--- src/hdl/sem_pkg.sv ---
// Shared types and constants for the Sobel edge magnitude block.
// No dependencies; every other file of the block imports this package.
`timescale 1ns / 1ps
`default_nettype none

package sem_pkg;

    // Field widths of the two streams.
    localparam int PIX_W  = 8;
    localparam int EDGE_W = 8;
    localparam int COL_W  = 11;
    localparam int ROW_W  = 12;

    // Configuration registers.
    localparam int APB_ADDR_W = 3;
    localparam int APB_DATA_W = 32;
    localparam int IMG_W_BITS = 12;
    localparam int IMG_H_BITS = 13;
    localparam logic [IMG_W_BITS-1:0] WIDTH_RESET  = 12'd640;
    localparam logic [IMG_H_BITS-1:0] HEIGHT_RESET = 13'd480;
    localparam int MIN_DIM    = 3;
    localparam int MAX_HEIGHT = 4096;

    // Datapath widths.
    localparam int ABS_W      = 10;  // magnitude of one gradient, at most 1020
    localparam int SQ_W       = 20;  // square of one gradient magnitude
    localparam int ENERGY_W   = 16;  // gradient energy after saturation
    localparam int SQRT_STEPS = 8;   // one result bit per pipeline stage

    typedef enum logic [0:0] {
        REG_IMAGE_WIDTH  = 1'b0,
        REG_IMAGE_HEIGHT = 1'b1
    } sem_reg_t;

    // Position and frame mark that ride along with each result.
    typedef struct packed {
        logic [COL_W-1:0] out_col;
        logic [ROW_W-1:0] out_row;
        logic             frame_end;
    } sem_tag_t;

endpackage

`default_nettype wire

--- src/hdl/sem_isqrt.sv ---
// Pipelined integer square root, one result bit per stage, with a tag carried alongside.
// Depends on sem_pkg for widths and the tag type.
`timescale 1ns / 1ps
`default_nettype none

module sem_isqrt import sem_pkg::*; (
    input  logic                clk,
    input  logic                rst_n,
    input  logic                in_valid,
    output logic                in_ready,
    input  logic [ENERGY_W-1:0] in_energy,
    input  sem_tag_t            in_tag,
    output logic                out_valid,
    input  logic                out_ready,
    output logic [EDGE_W-1:0]   out_root,
    output sem_tag_t            out_tag
);

    localparam int NS = SQRT_STEPS;
    localparam int RW = EDGE_W + 2;  // remainder never exceeds twice the root

    logic                v_reg    [NS];
    logic [RW-1:0]       rem_reg  [NS];
    logic [EDGE_W-1:0]   root_reg [NS];
    logic [ENERGY_W-1:0] e_reg    [NS];
    sem_tag_t            tag_reg  [NS];
    logic                rdy      [NS];

    genvar k;
    generate
        for (k = 0; k < NS; k++) begin : g_stage
            logic                src_v;
            logic [RW-1:0]       src_rem;
            logic [EDGE_W-1:0]   src_root;
            logic [ENERGY_W-1:0] src_e;
            sem_tag_t            src_tag;
            logic [RW+1:0]       rem_sh;
            logic [RW+1:0]       trial;
            logic [RW-1:0]       rem_next;
            logic [EDGE_W-1:0]   root_next;

            if (k == 0) begin : g_first
                assign src_v    = in_valid;
                assign src_rem  = '0;
                assign src_root = '0;
                assign src_e    = in_energy;
                assign src_tag  = in_tag;
            end else begin : g_inner
                assign src_v    = v_reg[k-1];
                assign src_rem  = rem_reg[k-1];
                assign src_root = root_reg[k-1];
                assign src_e    = e_reg[k-1];
                assign src_tag  = tag_reg[k-1];
            end

            if (k == NS - 1) begin : g_last_rdy
                assign rdy[k] = !v_reg[k] || out_ready;
            end else begin : g_mid_rdy
                assign rdy[k] = !v_reg[k] || rdy[k+1];
            end

            // Bring down the next two bits of the radicand and try the next root bit.
            always_comb
            begin
                rem_sh = {src_rem, src_e[ENERGY_W-1 -: 2]};
                trial  = (RW+2)'({src_root, 2'b01});
                if (rem_sh >= trial)
                begin
                    rem_next  = RW'(rem_sh - trial);
                    root_next = {src_root[EDGE_W-2:0], 1'b1};
                end
                else
                begin
                    rem_next  = RW'(rem_sh);
                    root_next = {src_root[EDGE_W-2:0], 1'b0};
                end
            end

            always_ff @(posedge clk or negedge rst_n)
            begin
                if (!rst_n)
                begin
                    v_reg[k] <= 1'b0;
                end
                else if (rdy[k])
                begin
                    v_reg[k] <= src_v;
                end
            end

            always_ff @(posedge clk)
            begin
                if (rdy[k] && src_v)
                begin
                    rem_reg[k]  <= rem_next;
                    root_reg[k] <= root_next;
                    e_reg[k]    <= {src_e[ENERGY_W-3:0], 2'b00};
                    tag_reg[k]  <= src_tag;
                end
            end
        end
    endgenerate

    assign in_ready  = rdy[0];
    assign out_valid = v_reg[NS-1];
    assign out_root  = root_reg[NS-1];
    assign out_tag   = tag_reg[NS-1];

endmodule

`default_nettype wire

--- config.mk ---
export PLATFORM = sky130hd
export DESIGN_NAME = sem_isqrt
export DESIGN_NICKNAME = d
export VERILOG_FILES = /design/src/hdl/sem_pkg.sv /design/src/hdl/sem_isqrt.sv
export SDC_FILE = /design/constraint.sdc
export NUM_CORES = 1
export LEC_CHECK = 0
export BUFFER_PORTS_ARGS = -buffer_cell sky130_fd_sc_hd__buf_4
export CORE_UTILIZATION = 50
export DETAILED_ROUTE_END_ITERATION = 16
export MAX_ROUTING_LAYER = met4
export PLACE_DENSITY = 0.66
export SLEW_MARGIN = 20
export SYNTH_ARGS = -nofsm -noshare
export SYNTH_HDL_FRONTEND = slang
export SYNTH_SLANG_ARGS = --single-unit
--- constraint.sdc ---
create_clock -name clk -period 5.4 [get_ports clk]
set_input_delay 1.08 -clock clk [delete_from_list [all_inputs] [get_ports clk]]
set_output_delay 1.08 -clock clk [all_outputs]
set_load 0.05 [all_outputs]
# == After elaboration in Yosys (flattened, before gate mapping) ==
# Memory sizes are Yosys's and may differ from the RTL's.
# Cells that the tools add are included.
# Widths: inputs -> output; s select.
# op_classes
mux,32
n_addsub,8
n_reduce_logical,24
magnitude_cmp,8
# op_table
operator,count
$ge 12x10->1,7
$mux 10,8
$sub 10x10->10,7
$mux 1,24
$logic_and 1x1->1,8
$logic_not 1->1,8
$logic_or 1x1->1,8
$sub 2x1->3 const B,1
$ge 2x1->1 const B,1
# word_totals
mem_bits_rw,448
wordCells,84
input_bits,44
regBits,8
mem_count,4
output_inout_bits,34
# memory_table
memory,words,width,rd,rd_ports_with_merged_regs,wr,line_no,text
tag_reg,8,24,8,0,8,sem_isqrt.sv:26,sem_tag_t tag_reg [NS];
e_reg,8,14,7,0,8,sem_isqrt.sv:25,logic [ENERGY_W-1:0] e_reg [NS];
rem_reg,8,10,7,0,8,sem_isqrt.sv:23,logic [RW-1:0] rem_reg [NS];
root_reg,8,8,8,0,8,sem_isqrt.sv:24,logic [EDGE_W-1:0] root_reg [NS];

# == Longest topological paths before layout ==
# Gate-level depths: netlist of run 1.
# logic_depth
depth_word,12
ltp_mapped,9
depth_no_buf,8

# == Worst setup path after synthesis of run 1 ==
# OpenSTA, ideal clock, no wires.
# synth_timing
path_kind,input port to flip-flop
start,in out_ready
end,mem e_reg[6][12] (netlist name) (enable)
slack_ps,562
t_arrival_ps,4329
required_time_ps,4891
setup_time_ps,509
cell_stages,2
n_path_buf,0
cell_sequence,nor2b_1 > a21boi_0
# synth_lines
element,line_no,text
start: declaration,sem_isqrt.sv:14,"input logic out_ready,"
end: declaration,sem_isqrt.sv:25,

# == Final worst setup path of run 1 ==
# layout_timing
start,in out_ready
end,out in_ready
# layout_via
elab_chain_len,8
# layout_lines
element,line_no,text
$logic_or 1x1->1,sem_isqrt.sv:57,assign rdy[k] = !v_reg[k] || out_ready;
$logic_or 1x1->1 (7 in a row),sem_isqrt.sv:59,assign rdy[k] = !v_reg[k] || rdy[k+1];
end: declaration,sem_isqrt.sv:10,"output logic in_ready,"
# No other way between the ends.

==> flow_summary_export.csv, run 1 <==
group,metric,value,unit
run_status,status,"finished clean",
pwr,vdd_drop_max,0.000278,V
clock_tree,numCtsBuffers,36,
min_path,min-delay-path-class,"in2async",
die,std_cell_rows,59,
synth,yosys-top-cells-area,"edfxtp_1, ha_1, dfrtp_1",
pwr,p_leak,5.70,nW
pwr,p_int,5.54,mW
timing,period_share,68.4,%
placement,place_inst,1140,
timing,hold_violations,0,
routing,drc,0,
synth,syn_inst,731,
timing,setup_viol,0,
pwr,power_frac_comb,16.3,%
finish,final_cell_mix,"edfxtp_1, buf_4, inv_1",
worst_setup_path,critPathMaxFanout,6,
clock_tree,cts_resized,0,
finish,largest_reg_flops,192,
grt,grt_max_degree,49,
clock_tree,path_clk_slew,0.06,ns
timing,slew_violations,0,
pwr,power,7.46,mW
pwr,switching_share,25.7,%
worst_setup_path,crit_path_start_kind,"primary input",
routing,drt-initial-drc-count,287,
grt,grt_usage,13.9,%
die,core,25900,µm²
synth,synth_xor_area_share,2.06,%
grt,grt_pass1_wl,28.5,mm
worst_setup_path,cp-end-kind,"output port",
routing,routed_wl,17.7,mm
worst_setup_path,cp.required,4.32,ns
finish,stdcell_count,1201,
synth,syn_avg_cell_area,18.0,µm²
grt,grt_overflow,0,
placement,io_buffers,77,
clock_tree,post_cts_buffers,0,
timing,timing.fmax,0.271,GHz
synth,synth_edf_count,347,
pwr,pwr-share-clk,29.9,%
synth,yosys.area.top_type,"edfxtp_1",
clock_tree,holdBufCountCts,0,
grt,antenna_found_initial,0,
synth,ys_async_sr_fraction,2.25,%
synth,muxShareOfSynthArea,1.35,%
worst_setup_path,arrival,2.61,ns
clock_tree,cts_htree_levels,2,
routing,route.detailed.wl_per_inst,14.7,µm
pwr,p_sw,1.92,mW
routing,drtPass1Iterations,4,
die,fp.dieArea,27000,µm²
finish,final_common_cell,"edfxtp_1",
finish,postLayoutCellArea,15300,µm²
worst_setup_path,path_class,"in2out",
synth,ys_seq_area_share,80.7,%
placement,dpl_cell_area,14200,µm²
timing,skew,0.0140,ns
synth,synth-compound-area-share,4.40,%
placement,dp_hpwl,12.0,mm
die,die_y,164,µm
timing,fin_crit,3.69,ns
timing,maxSlewHeadroom,31.7,%
synth,synth-seq-cells,355,
timing,fin_ws,1.71,ns
synth,synth_cell_type_count,56,
timing,rsz0062_at_grt,"false",
synth,syn_area,13200,µm²
die,num_io_pins,78,
routing,viasPerCell,4.98,
finish,areaGrowthSynthToFinish,16.0,%
pwr,power_density,489,nW/µm²
finish,nNetsFinal,930,
synth,synth_top_family_by_area,"simple AND/OR/NAND/NOR gates",
finish,drive_gt1_share,18.4,%
finish,fillers,1900,
clock_tree,insertion_delay,0.51,ns
routing,vias,5977,
synth,ys.warnings.count,0,
synth,synth_ff_type,"edfxtp_1",
finish,antenna_cells,0,
clock_tree,cts_buffer_depth,3,
job,cap_violations,0,
timing,totalNegativeSetupSlack,0,ns
die,die_width,164,µm
clock_tree,clock-root-buffer,"clkbuf_16",
clock_tree,cts_tree,"yes",
timing,worst_pin_slew,1.02,ns
synth,yosys.area_share.simple,5.82,%
synth,synth_fp_nets,817,
routing,final_antenna_net_count,0,
finish,final_core_util,58.9,%
synth,synthAdderAreaFrac,3.99,%
pwr,seq_power_share,53.8,%
timing,worst_hold_slack,0.374,ns
grt,first_global_vias,6022,
placement,place.gp.congestion,0.912,
clock_tree,cts.sinks,355,
die,start_util,50.8,%
synth,yosysTopAreaCellShare,79.2,%
placement,pre_cts_ws,1.70,ns
[power groups by stage]
| stage | clock, mW | sequential [mW] | combinational (mW) |
|---|---|---|---|
| finish | 2.23 | 4.01 | 1.22 |
| global route | 2.41 | 4.07 | 1.35 |
| CTS | 2.29 | 4.02 | 1.23 |
| detailed placement | 0 | 4.07 | 1.22 |
| global placement | 0 | 4.05 | 1.18 |
| floorplan | 0 | 4.16 | 0.757 |
[critical path, cell delays in order]
cell and delay [ns]:
buf_4 0.11, nor2b_1 0.42, nand4_1 0.21, nor2_1 0.36
nand4_1 0.20, buf_4 0.23
[worst paths after layout]
check | slack, ns | startpoint | to | cells past startpoint
setup / recovery | 1.71 | out_ready | in_ready | 6
max in group asynchronous | 4.90 | rst_n | g_stage[3].src_v | 1
hold / removal | 0.37 | rst_n | g_stage[7].src_v | 1
min in group clk | 0.41 | tag_reg[1][65] | tag_reg[1][89] | 0
setup reg to reg | 2.74 | rem_reg[4][3] | rem_reg[5][4] | 6
hold reg to reg | 0.41 | tag_reg[1][65] | tag_reg[1][89] | 0
[area by class of cell]
cell class | instances | area, µm² | area share [%]
clock buffers | 42 | 923 | 6.05
multi-input cells | 320 | 2350 | 15.4
flip-flops and latches | 355 | 10600 | 69.6
inverters | 50 | 188 | 1.23
clock inverters | 18 | 146 | 0.959
well taps | 335 | 419 | 2.75
repair buffers | 81 | 621 | 4.06
[per-layer routing]
layer | GRT usage (%) | part of all wire (%)
met5 | - | 0
met4 | 5.47 | 2.8
met1 | 17.0 | 44
met2 | 22.8 | 50
met3 | 3.01 | 4.0
[cell usage after synthesis (2+ instances only)]
cell type,number
edfxtp_1,347
inv_1,50
ha_1,42
nor2_1,31
a21oi_1,29
o21ai_0,22
xnor2_1,19
nand2_1,18
nor3_1,15
o21a_1,13
xor2_1,12
nor2b_1,11
mux2_2,10
nand2b_1,9
dfrtp_1,8
nand3_1,7
nor4_1,7
and2_1,6
a21o_1,5
or2_2,5
or4_1,5
clkbuf_1,4
or3_1,4
a211oi_1,3
a21boi_0,3
and3_1,3
mux2_4,3
nand4_1,3
nor3b_1,3
o31ai_1,3
and4_1,2
mux2i_1,2
o211a_1,2
o211ai_1,2
or4_4,2
[kinds of logic after synthesis]
| family | after synthesis |
|---|---|
| DFF | 355 |
| and+or+nand+nor | 139 |
| AOI/OAI and AO/OA | 92 |
| buffers and inverters | 56 |
| adders and majority gates | 42 |
| xor gates and xnor gates | 31 |
| muxes | 15 |
| other | 1 |
(Power assumes the default switching activity.)
==> run 2, diff against run 1 <==
- ABC_AREA: unset -> 1
- PLACE_DENSITY: 0.66 -> 0.65
- clock period: 5.4 -> 3.68 ns (I/O delays scaled with it)
==> run 2 against run 1 <==
  * Via count is 16% higher
  * Area after synthesis grew 4.4%
  * Core utilization barely moved
  * Non-clock buffer count shrank 1
  * Cell count increased by 18%
  * Critical path type is now reg2out
  * Largest power group unchanged
==> flow_summary_export.csv, run 2 <==
group,metric,value,unit
finish,nNetsFinal,1141,
die,num_io_pins,78,
synth,synth_cell_type_count,33,
worst_setup_path,critPathMaxFanout,4,
routing,drtPass1Iterations,4,
worst_setup_path,r2r_setup_slack,1.58,ns
worst_setup_path,reg2reg_from,"out_valid",
timing,fin_ws,0.765,ns
clock_tree,clock-root-buffer,"clkbuf_16",
job,cap_violations,0,
worst_setup_path,crit_path_start_kind,"flip-flop",
synth,synth_ff_type,"edfxtp_1",
placement,place.gp.congestion,0.873,
timing,period_share,79.2,%
timing,hold_violations,0,
synth,syn_inst,940,
timing,maxSlewHeadroom,28.2,%
die,std_cell_rows,60,
synth,syn_avg_cell_area,14.6,µm²
worst_setup_path,r2r-end,"e_reg[1][4]",
timing,skew,0.0108,ns
placement,dp_hpwl,13.2,mm
finish,antenna_cells,0,
run_status,status,"finished clean",
synth,yosysTopAreaCellShare,75.8,%
clock_tree,cts_tree,"yes",
die,core,27000,µm²
die,fp.dieArea,28200,µm²
die,die_width,168,µm
worst_setup_path,path_class,"reg2out",
timing,totalNegativeSetupSlack,0,ns
clock_tree,cts_buffer_depth,3,
clock_tree,cts.sinks,355,
synth,syn_area,13700,µm²
clock_tree,insertion_delay,0.52,ns
clock_tree,numCtsBuffers,36,
routing,routed_wl,19.5,mm
timing,setup_viol,0,
finish,largest_reg_flops,192,
grt,grt_usage,14.6,%
synth,yosys.area.top_type,"edfxtp_1",
clock_tree,cts_resized,0,
grt,grt_pass1_wl,31.2,mm
worst_setup_path,ff2ff_path_depth,7,
synth,ys_async_sr_fraction,2.25,%
synth,ys.warnings.count,0,
timing,rsz0062_at_grt,"false",
finish,final_common_cell,"edfxtp_1",
die,start_util,51.0,%
routing,final_antenna_net_count,0,
placement,pre_cts_ws,0.800,ns
grt,grt_overflow,0,
pwr,vdd_drop_max,0.000435,V
pwr,p_leak,6.28,nW
worst_setup_path,critPathLaunch,"out_valid",
die,die_y,168,µm
routing,vias,6918,
synth,synth_edf_count,347,
clock_tree,path_clk_slew,0.05,ns
worst_setup_path,arrival,2.18,ns
grt,antenna_found_initial,0,
finish,final_cell_mix,"edfxtp_1, nand2_1, inv_1",
worst_setup_path,cp-end-kind,"output port",
timing,fin_crit,2.92,ns
clock_tree,post_cts_buffers,0,
synth,synth_fp_nets,1026,
routing,viasPerCell,4.87,
routing,drt-initial-drc-count,302,
grt,first_global_vias,6715,
synth,synth-seq-cells,355,
synth,synth_most_common_cell,"edfxtp_1",
synth,yosys-top-cells-area,"edfxtp_1, nand2_1, ha_1",
placement,io_buffers,77,
timing,slew_violations,0,
finish,areaGrowthSynthToFinish,15.5,%
clock_tree,holdBufCountCts,0,
routing,drc,0,
grt,grt_max_degree,49,
synth,ys_seq_area_share,77.3,%
finish,drive_gt1_share,17.0,%
timing,timing.fmax,0.343,GHz
routing,route.detailed.wl_per_inst,13.7,µm
timing,worst_pin_slew,1.08,ns
pwr,power_density,717,nW/µm²
worst_setup_path,cp.required,2.94,ns
clock_tree,cts_htree_levels,2,
synth,synth_common_cells,"edfxtp_1, nand2_1, inv_1",
pwr,power,11.4,mW
min_path,min-delay-path-class,"in2async",
run 2: changes by cell type after synthesis, sizes merged, moves of 13 or more:
cell / delta
mux2: -13
o21ai: +19
nand2: +173
nand3: +41
o21a: -13
nor2: +33
inv: +66
run 2: layer usage:
layer / vias to the layer above / routed length (µm) / GRT usage (%)
met4: 0 / 652 / 6.58
met5: - / 0 / -
met2: 133 / 10100 / 25.9
li1: 3521 / - / -
met3: 51 / 785 / 2.63
met1: 3213 / 7970 / 16.1
run 2: where the power goes:
group	leakage [nW]	internal (mW)	total (mW)	switching (mW)
logic	2.32	0.633	2.13	1.50
registers	3.42	5.55	5.83	0.277
clock network	0.540	2.03	3.43	1.40
total	6.28	8.21	11.4	3.18
run 2: cell type report:
type	instances	area, µm²
Clock buffer	48	946
Clock inverter	15	171
Fill cell	2073	11100
Inverter	116	443
Multi-Input combinational cell	466	2670
Sequential cell	355	10600
Tap cell	341	427
Timing Repair Buffer	80	601
run 2: worst max path at each step:
stage / to / slack [ns]
CTS: in_ready / 0.74
detailed placement: in_ready / 0.80
global route: in_ready / 0.56
floorplan: e_reg[3][10] / 0.36
finish: in_ready / 0.76
global placement: in_ready / 0.83
run 2: critical path, stage by stage (launching register included):
cell     delay (ns)
dfrtp_1        0.34
inv_1          0.07
nor2_4         0.14
nand4_2        0.13
nor2_1         0.28
nand3_1        0.18
nor2_1         0.25
inv_1          0.09
buf_4          0.20
run 2: cell families (layout without fill, tap and decap cells):
family | Yosys count | in the layout | share of synthesized area (%)
AND/OR/NAND/NOR | 325 | 325 | 10.5
adder cells (fa/ha/maj) | 42 | 42 | 3.82
XOR/XNOR | 20 | 20 | 1.27
flip-flops | 355 | 355 | 77.3
AO/OA/AOI/OAI | 78 | 78 | 3.59
buffers and inverters | 119 | 259 | 3.50
other | 1 | 1 | 0.0273
run 2: stage by stage:
stage,hold WS [ns],std cells,utilization [%],cell area (µm²)
floorplan,0.400,940,-,13700
global placement,0.400,1358,54.8,14800
detailed placement,0.405,1358,54.8,14800
CTS,0.0159,1421,58.9,15900
global route,0.0224,1421,58.9,15900
finish,0.0317,1421,58.9,15900
==> run 3, diff against run 2 <==
- PLACE_DENSITY: 0.65 -> 0.68
- clock period: 3.68 -> 2.6 ns (I/O delays scaled with it)
==> run 3 against run 2 <==
  * Non-clock buffer count increased by 8
  * Cell count increased by 0.56%
  * Worst hold slack improved by 0.14 ns
  * Register-to-register slack got worse by 0.99 ns
  * Sequential share of layout area decreased by 0.40 points
  * Clock power increased by 36%
  * Via count about the same
==> flow_summary_export.csv, run 3 (synthesis results as in run 2) <==
group,metric,value,unit
worst_setup_path,reg2reg_from,"rem_reg[2][1]",
routing,routed_wl,20.0,mm
clock_tree,numCtsBuffers,36,
clock_tree,clock-root-buffer,"clkbuf_16",
die,fp.dieArea,28200,µm²
job,cap_violations,0,
finish,drive_gt1_share,17.8,%
grt,grt_use_met2,27.9,%
timing,maxSlewHeadroom,60.1,%
clock_tree,post_cts_buffers,0,
grt,grt_usage,15.5,%
routing,final_antenna_net_count,0,
timing,rsz0062_at_grt,"false",
pwr,power_frac_comb,19.5,%
finish,largest_reg_flops,192,
pwr,p_sw,4.55,mW
routing,drtPass1Iterations,5,
placement,place_inst,1365,
grt,use_met3,2.82,%
clock_tree,cts_resized,0,
worst_setup_path,critPathMaxFanout,4,
grt,grt_overflow,0,
placement,place.gp.congestion,0.917,
routing,viasPerCell,4.84,
min_path,hold_depth,1,
grt,grt_pass1_wl,32.9,mm
worst_setup_path,path_class,"reg2out",
placement,dp_hpwl,13.8,mm
timing,totalNegativeSetupSlack,0,ns
pwr,power,16.0,mW
grt,use_met1,16.9,%
die,core,27000,µm²
timing,skew,0.0142,ns
finish,antenna_cells,0,
worst_setup_path,slowest_delay,0.35,ns
timing,setup_viol,0,
die,start_util,51.0,%
pwr,pwr-share-clk,29.1,%
clock_tree,cts_tree,"yes",
min_path,hp-start,"in_tag[5]",
pwr,switching_share,28.4,%
pwr,p_int,11.5,mW
die,num_io_pins,78,
timing,slew_violations,0,
clock_tree,insertion_delay,0.52,ns
timing,timing.fmax,0.412,GHz
placement,io_buffers,77,
clock_tree,cts_buffer_depth,3,
finish,nNetsFinal,1149,
die,std_cell_rows,60,
finish,stdcell_count,1429,
worst_setup_path,cp-end-kind,"output port",
pwr,power_density,1000,nW/µm²
min_path,min-delay-path-class,"in2reg",
clock_tree,cts.sinks,355,
grt,first_global_vias,6928,
run_status,status,"finished clean",
worst_setup_path,r2r-end,"rem_reg[3][0]",
finish,final_cell_mix,"edfxtp_1, nand2_1, inv_1",
finish,fillers,2005,
clock_tree,path_clk_slew,0.06,ns
worst_setup_path,cp.required,2.08,ns
placement,pre_cts_ws,0.443,ns
worst_setup_path,r2r_setup_slack,0.59,ns
worst_setup_path,cp_slowest_cell,"dfrtp_1",
timing,worst_pin_slew,0.598,ns
worst_setup_path,arrival,1.91,ns
pwr,seq_power_share,51.3,%
worst_setup_path,ff2ff_path_depth,9,
timing,hold_violations,0,
grt,grt_busiest_layer,"met2",
pwr,vdd_drop_max,0.000632,V
routing,vias,6921,
worst_setup_path,crit_path_start_kind,"flip-flop",
grt,antenna_found_initial,0,
clock_tree,cts_htree_levels,2,
timing,fin_crit,2.43,ns
finish,final_common_cell,"edfxtp_1",
timing,period_share,93.4,%
routing,drt-initial-drc-count,253,
grt,grt_max_degree,49,
pwr,p_leak,6.33,nW
finish,areaGrowthSynthToFinish,16.2,%
routing,route.detailed.wl_per_inst,14.0,µm
routing,drc,0,
worst_setup_path,crit_path_cell_trace,"inv_1, nor2_4, nand4_2, nor2_1, nand3_1, nor2_1, inv_1, buf_4",
die,die_width,168,µm
min_path,hold_end,"tag_reg[0][5]",
timing,fin_ws,0.171,ns
die,die_y,168,µm
## run 3: cell count changes in the layout (fill, tap and decap cells not counted)
cell / before / now
clkbuf_1: 12 / 6
clkinv_2: 2 / 6
clkinv_4: 0 / 1
clkinv_1: 7 / 10
dlygate4sd3_1: 0 / 1
bufinv_16: 3 / 1
buf_4: 80 / 81
buf_12: 0 / 6
## run 3: what timing repair did
item                                    CTS  global route
hold buffers                              1             0
hold endpoints to repair                  8             0
endpoints found under the setup margin    0             0
## run 3: routing by layer
layer	wire, µm	part of all wire (%)
met4	513	2.6
met1	7900	40
met2	10700	54
met5	0	0
met3	868	4.3
## run 3: through the flow
step / hold slack, ns / util, % / cell area (µm²)
floorplan: 0.224 / - / 13800
global placement: 0.345 / 55.3 / 14900
detailed placement: 0.346 / 55.3 / 14900
CTS: 0.141 / 59.3 / 16000
global route: 0.139 / 59.3 / 16000
finish: 0.169 / 59.3 / 16000
## run 3: worst max path at each step
stage / slack (ns) / from / end
floorplan: 0.002 / out_valid / e_reg[0][0]
detailed placement: 0.44 / out_ready / in_ready
global placement: 0.47 / out_ready / in_ready
global route: 0.007 / out_valid / in_ready
CTS: 0.12 / out_valid / in_ready
finish: 0.17 / out_valid / in_ready
## run 3: cell type report
class | instances | area, µm² | area share, %
Tap cell | 341 | 427 | 2.67
Timing Repair Buffer | 88 | 738 | 4.62
Sequential cell | 355 | 10600 | 66.5
Clock inverter | 21 | 151 | 0.948
Multi-Input combinational cell | 466 | 2670 | 16.7
Inverter | 116 | 443 | 2.77
Clock buffer | 42 | 923 | 5.78
## run 3: power groups by stage
stage	Combinational, mW	Clock (mW)	Sequential (mW)
after floorplan	1.66	0	8.86
after global placement	3.13	0	8.32
after detailed placement	3.19	0	8.36
after CTS	3.20	4.81	8.25
after global routing	3.47	5.02	8.35
final	3.13	4.67	8.23
## run 3: critical path, delay by kind of cell, from the launching register on
family        cells  cell delay, ns
simple gates      5            0.70
buf+inv           3            0.34
flops             1            0.35
